<file path="src/rtl/djc_pkg.sv">
// Shared types, constants and the jet channel function of the depth colormap block.
// Used by djc_div_cell and depth_jet_colormap_top; depends on nothing.
package djc_pkg;

	localparam int RAW_W   = 16;
	localparam int REG_W   = 16;
	localparam int CH_W    = 8;
	localparam int FRAC_W  = 12;
	localparam int MM_W    = RAW_W + REG_W;
	localparam int Q_BITS  = 16;
	localparam int T_W     = Q_BITS + 1;
	localparam int IDX_W   = 2;

	localparam logic [IDX_W-1:0] REG_NEAR  = 2'd0;
	localparam logic [IDX_W-1:0] REG_FAR   = 2'd1;
	localparam logic [IDX_W-1:0] REG_SCALE = 2'd2;

	localparam logic [REG_W-1:0] NEAR_RST  = 16'd0;
	localparam logic [REG_W-1:0] FAR_RST   = 16'd5000;
	localparam logic [REG_W-1:0] SCALE_RST = 16'd4096;

	localparam logic [T_W-1:0]   ONE_Q16      = 17'd65536;
	localparam logic [T_W+1:0]   ONE_HALF_Q16 = 19'd98304;

	localparam logic [1:0] K_RED   = 2'd3;
	localparam logic [1:0] K_GREEN = 2'd2;
	localparam logic [1:0] K_BLUE  = 2'd1;

	// one word moving between divider cells
	typedef struct packed {
		logic              valid;
		logic              blank;
		logic              near_sat;
		logic              far_sat;
		logic [Q_BITS-1:0] rem;
		logic [Q_BITS-1:0] num;
		logic [Q_BITS-1:0] quo;
	} div_word_t;

	function automatic logic [CH_W-1:0] jet_channel(input logic [T_W-1:0] t, input logic [1:0] k);
		logic [T_W+1:0] four_t;
		logic [T_W+1:0] centre;
		logic [T_W+1:0] gap;
		logic [T_W+1:0] v;
		logic [T_W+9:0] prod;
		four_t = {t, 2'b00};
		centre = {1'b0, k, 16'd0};
		gap    = (four_t >= centre) ? (four_t - centre) : (centre - four_t);
		v      = (gap >= ONE_HALF_Q16) ? '0 : (ONE_HALF_Q16 - gap);
		if (v > {2'b00, ONE_Q16}) begin
			v = {2'b00, ONE_Q16};
		end
		prod = {v, 8'd0} - {8'd0, v};
		return prod[23:16];
	endfunction

endpackage

</file>
<file path="src/rtl/djc_div_cell.sv">
// One restoring division step: shifts a numerator bit into the remainder,
// subtracts the span when it fits and appends a quotient bit. Uses djc_pkg.
module djc_div_cell (
	input  logic                      clk,
	input  logic                      arst_n,
	input  logic [djc_pkg::REG_W-1:0] span,
	input  djc_pkg::div_word_t        word_in,
	output djc_pkg::div_word_t        word_out
);

	logic [djc_pkg::Q_BITS:0]   trial;
	logic                       fits;
	djc_pkg::div_word_t         nxt;
	djc_pkg::div_word_t         word_q;

	always_comb begin
		trial        = {word_in.rem, word_in.num[djc_pkg::Q_BITS-1]};
		fits         = (trial >= {1'b0, span});
		nxt          = word_in;
		nxt.rem      = fits ? djc_pkg::Q_BITS'(trial - {1'b0, span})
		                    : trial[djc_pkg::Q_BITS-1:0];
		nxt.num      = {word_in.num[djc_pkg::Q_BITS-2:0], 1'b0};
		nxt.quo      = {word_in.quo[djc_pkg::Q_BITS-2:0], fits};
	end

	always_ff @(posedge clk or negedge arst_n) begin
		if (!arst_n) begin
			word_q <= '0;
		end else begin
			word_q <= nxt;
		end
	end

	assign word_out = word_q;

endmodule

</file>
<file path="src/rtl/depth_jet_colormap_top.sv">
// Top level of the depth jet colormap: config registers, multiply and offset
// stages, the divider cell chain and the color output stage. Uses djc_pkg, djc_div_cell.
//
// Usage:
//   Pixel channel: a word is taken at each rising edge with start high and busy
//   low. busy stays low, so one pixel can enter every cycle.
//   Result channel: result_valid is high for one cycle with red, green, blue.
//   The receiver cannot stall; results must be taken when shown.
//   Pipeline: multiply, offset, 16 divider cells, color stage. Throughput: one
//   pixel per cycle, set by the fully pipelined chain of 16 one-bit divider cells.
//   Config channel: cfg_valid/cfg_ready write cfg_data to register cfg_index
//   (0 near, 1 far, 2 scale; index 3 ignored). cfg_ready is always high.
//   Write registers only while no pixel is in flight.
//   Reset: empties the pipeline and loads near 0, far 5000, scale 1.0 (Q4.12).
module depth_jet_colormap_top (
	input  logic                      clk,
	input  logic                      arst_n,
	input  logic                      start,
	output logic                      busy,
	input  logic [djc_pkg::RAW_W-1:0] depth_raw,
	input  logic                      cfg_valid,
	output logic                      cfg_ready,
	input  logic [djc_pkg::IDX_W-1:0] cfg_index,
	input  logic [djc_pkg::REG_W-1:0] cfg_data,
	output logic                      result_valid,
	output logic [djc_pkg::CH_W-1:0]  red,
	output logic [djc_pkg::CH_W-1:0]  green,
	output logic [djc_pkg::CH_W-1:0]  blue
);

	localparam int QB = djc_pkg::Q_BITS;

	logic [djc_pkg::REG_W-1:0] near_q;
	logic [djc_pkg::REG_W-1:0] far_q;
	logic [djc_pkg::REG_W-1:0] scale_q;
	logic [djc_pkg::REG_W-1:0] span;

	logic                      valid_s1;
	logic                      blank_s1;
	logic [djc_pkg::MM_W-1:0]  mm_s1;

	logic [djc_pkg::MM_W-1:0]  near_q12;
	logic [djc_pkg::MM_W-1:0]  span_q12;
	logic [djc_pkg::MM_W-1:0]  offset;
	djc_pkg::div_word_t        head;
	djc_pkg::div_word_t        chain [0:QB];

	logic [djc_pkg::T_W-1:0]   t_val;
	logic                      valid_q;
	logic [djc_pkg::CH_W-1:0]  red_q;
	logic [djc_pkg::CH_W-1:0]  green_q;
	logic [djc_pkg::CH_W-1:0]  blue_q;

	assign busy      = 1'b0;
	assign cfg_ready = 1'b1;

	always_ff @(posedge clk or negedge arst_n) begin
		if (!arst_n) begin
			near_q  <= djc_pkg::NEAR_RST;
			far_q   <= djc_pkg::FAR_RST;
			scale_q <= djc_pkg::SCALE_RST;
		end else if (cfg_valid && cfg_ready) begin
			unique case (cfg_index)
				djc_pkg::REG_NEAR:  near_q  <= cfg_data;
				djc_pkg::REG_FAR:   far_q   <= cfg_data;
				djc_pkg::REG_SCALE: scale_q <= cfg_data;
				default: ;
			endcase
		end
	end

	assign span = (far_q > near_q) ? (far_q - near_q) : djc_pkg::REG_W'(1);

	// stage 1: depth in mm, Q.12
	always_ff @(posedge clk or negedge arst_n) begin
		if (!arst_n) begin
			valid_s1 <= 1'b0;
		end else begin
			valid_s1 <= start && !busy;
		end
	end

	always_ff @(posedge clk) begin
		blank_s1 <= (depth_raw == '0);
		mm_s1    <= djc_pkg::MM_W'(depth_raw) * djc_pkg::MM_W'(scale_q);
	end

	// stage 2 feed: offset from near limit, saturation checks, divider seed
	always_comb begin
		near_q12      = {near_q, {djc_pkg::FRAC_W{1'b0}}};
		span_q12      = {{(djc_pkg::MM_W-djc_pkg::REG_W-djc_pkg::FRAC_W){1'b0}},
		                 span, {djc_pkg::FRAC_W{1'b0}}};
		offset        = mm_s1 - near_q12;
		head.valid    = valid_s1;
		head.blank    = blank_s1;
		head.near_sat = (mm_s1 <= near_q12);
		head.far_sat  = (offset >= span_q12);
		head.rem      = offset[djc_pkg::FRAC_W +: QB];
		head.num      = {offset[djc_pkg::FRAC_W-1:0], {(QB-djc_pkg::FRAC_W){1'b0}}};
		head.quo      = '0;
	end

	always_ff @(posedge clk or negedge arst_n) begin
		if (!arst_n) begin
			chain[0] <= '0;
		end else begin
			chain[0] <= head;
		end
	end

	for (genvar i = 0; i < QB; i++) begin : g_cell
		djc_div_cell u_cell (
			.clk      (clk),
			.arst_n   (arst_n),
			.span     (span),
			.word_in  (chain[i]),
			.word_out (chain[i+1])
		);
	end

	// color stage
	always_comb begin
		if (chain[QB].near_sat) begin
			t_val = djc_pkg::ONE_Q16;
		end else if (chain[QB].far_sat) begin
			t_val = '0;
		end else begin
			t_val = djc_pkg::ONE_Q16 - {1'b0, chain[QB].quo};
		end
	end

	always_ff @(posedge clk or negedge arst_n) begin
		if (!arst_n) begin
			valid_q <= 1'b0;
		end else begin
			valid_q <= chain[QB].valid;
		end
	end

	always_ff @(posedge clk) begin
		if (chain[QB].blank) begin
			red_q   <= '0;
			green_q <= '0;
			blue_q  <= '0;
		end else begin
			red_q   <= djc_pkg::jet_channel(t_val, djc_pkg::K_RED);
			green_q <= djc_pkg::jet_channel(t_val, djc_pkg::K_GREEN);
			blue_q  <= djc_pkg::jet_channel(t_val, djc_pkg::K_BLUE);
		end
	end

	assign result_valid = valid_q;
	assign red          = red_q;
	assign green        = green_q;
	assign blue         = blue_q;

endmodule

</file>
<file path="config.mk">
export PLATFORM = sky130hd
export DESIGN_NAME = depth_jet_colormap_top
export DESIGN_NICKNAME = d
export VERILOG_FILES = /design/src/rtl/djc_pkg.sv /design/src/rtl/djc_div_cell.sv /design/src/rtl/depth_jet_colormap_top.sv
export SDC_FILE = /design/constraint.sdc
export NUM_CORES = 2
export LEC_CHECK = 0
export ABC_AREA = 1
export BUFFER_PORTS_ARGS = -buffer_cell sky130_fd_sc_hd__buf_2
export CORE_ASPECT_RATIO = 0.6
export CORE_MARGIN = 4
export CORE_UTILIZATION = 45
export DETAILED_ROUTE_END_ITERATION = 10
export GPL_TIMING_DRIVEN = 0
export PLACE_DENSITY = 0.63
export SYNTH_ARGS = -nofsm -noshare
export SYNTH_HDL_FRONTEND = slang
export SYNTH_SLANG_ARGS = --single-unit
</file>
<file path="constraint.sdc">
create_clock -name clk -period 20.3 [get_ports clk]
set_input_delay 3.045 -clock clk [delete_from_list [all_inputs] [get_ports clk]]
set_output_delay 3.045 -clock clk [all_outputs]
set_load 0.03 [all_outputs]
</file>
==> results.md <==
- Outcome: completed
- CTS Root Cell: clkbuf_16
- Post-Synthesis Cells: roughly 5300
- Routed vias/inst: around 5.3
- Main synth FF type: dfrtp_1
- CP startpoint kind: primary input
- Clock transition at path regs: around 0.06 ns
- Final hold violations: 0
- Ys async rst share: 0.912
- Total negative slack: 0 ns
- Worst-margin pin slew: roughly 1.4 ns
- Core ar.: around 98000 um^2
- First-pass GRT wire length: ~190000 um
- CP required: roughly 21 ns
- CTS H-tree lvls: 2
- CP Capture Type: register
- Final antenna-violating net count: 0
- Cell mode on critical path: nand2_1
- Register area share after synthesis: 0.356
- Critical path arrival: ~11 ns
- Final period utilization: 0.505
- Drt first pass iters: 8
- Clock Tree Buf Depth: 3
- CP max FO: 10
- Syn Area/Cell: between 8 and 9 um^2
- Die width: 414 um
- Maxcap violations: 0
- Most common cell after layout, fill and taps aside: nand2_1
- Vias in the first global route: between 30000 and 40000
- Worst Clk Skew: ~0.027 ns
- # DRC: 0
- Initial core utilization: 0.453
- # IOs: between 60 and 70
- Minimum clock period: between 10 and 15 ns
- Number of clock sinks: 645
- WL final: between 100000 and 150000 um
- Die Span Y: between 200 and 300 um
- CTS Buf Count: about 60
- P&R area growth vs syn: 9.57%
- Final core occ: 0.497
- Initial antenna violation count: 6
- Post-CTS setup buffers: 0
- DP HPWL: around 92000 um
- Commonest non-fill, non-tap cells in the layout: 1080 x nand2_1, 652 x inv_1, 582 x dfrtp_1
- GR Overflow Total: 0
- Synth unique cells: 56
- CP Class: primary input to register
- # nets final: approximately 6100
- Resize count post-CTS: 0
- Synthesized area: 44500 um^2
- Ratio of cells with drive above 1 in the final layout: 0.0621
- Clock latency on the worst-skew pair: between 0.6 and 0.7 ns
- Ys Warns: 0
- Largest stage delay, worst path: about 0.7 ns
- Input/output buffers: 46
- Cts-stage hold buffer count: 0
- Fmax: roughly 98 MHz
- Max-slew headroom: 0.0920
- Placer Congestion: around 0.95
- Vias: approximately 36000
- TritonCTS clock tree: done
- # rows: about 90
- Wire per inst: ~18 um
- Largest net degree at the start of global routing: 122
- Worst hold-check path type: register to register
- Final Max Tran Viols: 0
- Iteration-0 DRC Markers: 3571
- Yosys reg bits: around 650
- RSZ-0062 raised after global routing: false
- Number of synthesized flops with an enable pin: 0
- Worst path slowest cell: o21ai_0
- Die area: about 100000 um^2
- GRT Util Overall: 0.225
- Final setup vio count: 0
-- final timing paths --
check                                                            to  cells after the start                 start  slack, ns
min reg2reg                                    chain[882]$_DFF_PN0_                      0      blank_s1$_DFF_P_       0.33
min in group asynchronous                    result_valid$_DFF_PN0_                      1                arst_n       2.27
max in group asynchronous  g_cell[13].u_cell.word_out[50]$_DFF_PN0_                      3                arst_n      16.50
max reg2reg                 g_cell[0].u_cell.word_out[39]$_DFF_PN0_                     42  far_q[0]$_DFFE_PN0P_      11.61
max                                               mm_s1[30]$_DFF_P_                     32          depth_raw[1]      10.05
min                                            chain[882]$_DFF_PN0_                      0      blank_s1$_DFF_P_       0.33
-- state kept, by name, indices dropped and copies added, names as in the netlist --
name / flops
blank_s1: 1
blue: 8
chain: 32
far_q: 16
g_cell.u_cell.word_out: 506
green: 8
mm_s1: 32
near_q: 16
red: 8
result_valid: 1
scale_q: 16
valid_s1: 1
-- synthesized netlist by cell type, types with 70 or more instances --
library cell  count  share of area
nand2_1        1080          0.091
nand3_1         212          0.024
ha_1            443           0.12
o21ai_0         233          0.026
xor2_1          131          0.026
fa_1            211          0.095
nand4_1          70         0.0098
clkbuf_1        122          0.010
nor2_1          427          0.036
a21oi_1         516          0.058
xnor2_1         144          0.028
inv_1           652          0.055
dfrtp_1         582           0.33
-- area by class of cell --
cell class	instances	area (um^2)
Antenna cell	1	2.50
Buffer	141	631
Clock buffer	73	1620
Clock inverter	42	429
Fill cell	9413	49400
Inverter	673	2530
Multi-Input combinational cell	3812	25600
Sequential cell	645	15900
Tap cell	1319	1650
Timing Repair Buffer	57	483
-- worst max-delay path: cells and delay by family --
kind            cells  cell delay [ns]
compound gates      7             1.93
buf+inv             7             1.30
simple gates       10             1.12
fa+ha+maj           7             3.21
xor+xnor            1             0.18
-- logic make-up (layout without fill, tap and decap cells) --
kind of cell | after synthesis | count (layout) | synth area share
AO/OA/AOI/OAI | 883 | 883 | 0.107
AND/OR/NAND/NOR | 1992 | 1992 | 0.193
other | 2 | 9 | 0.000169
flip-flops | 645 | 645 | 0.356
buffers and inverters | 814 | 986 | 0.0709
adder cells (fa/ha/maj) | 654 | 654 | 0.219
XOR/XNOR | 275 | 275 | 0.0541
-- metal layers --
| metal | wire length (um) | track usage | share of wire | up-vias |
|---|---|---|---|---|
| met5 | 0 | 0 | 0 | - |
| met4 | 1500 | 0.0322 | 0.013 | 0 |
| met3 | 12100 | 0.0612 | 0.10 | 112 |
| met2 | 44000 | 0.292 | 0.37 | 1282 |
| met1 | 61200 | 0.372 | 0.52 | 17200 |
| li1 | - | - | - | 17300 |
-- through the flow --
step / worst slack, ns / std cells / hold slack [ns] / area [um^2]
floorplan: 11.09 / 5271 / 0.316 / 44500
global placement: 3.92 / 6636 / 0.320 / 46400
detailed placement: 9.65 / 6647 / 0.320 / 46700
CTS: 10.31 / 6762 / 0.328 / 48800
global route: 9.54 / 6762 / 0.332 / 48800
finish: 10.05 / 6763 / 0.328 / 48800
Power is left out: the tool's default activity adds up to more than one toggle a clock period on the data nets, which glitch-free logic cannot reach.
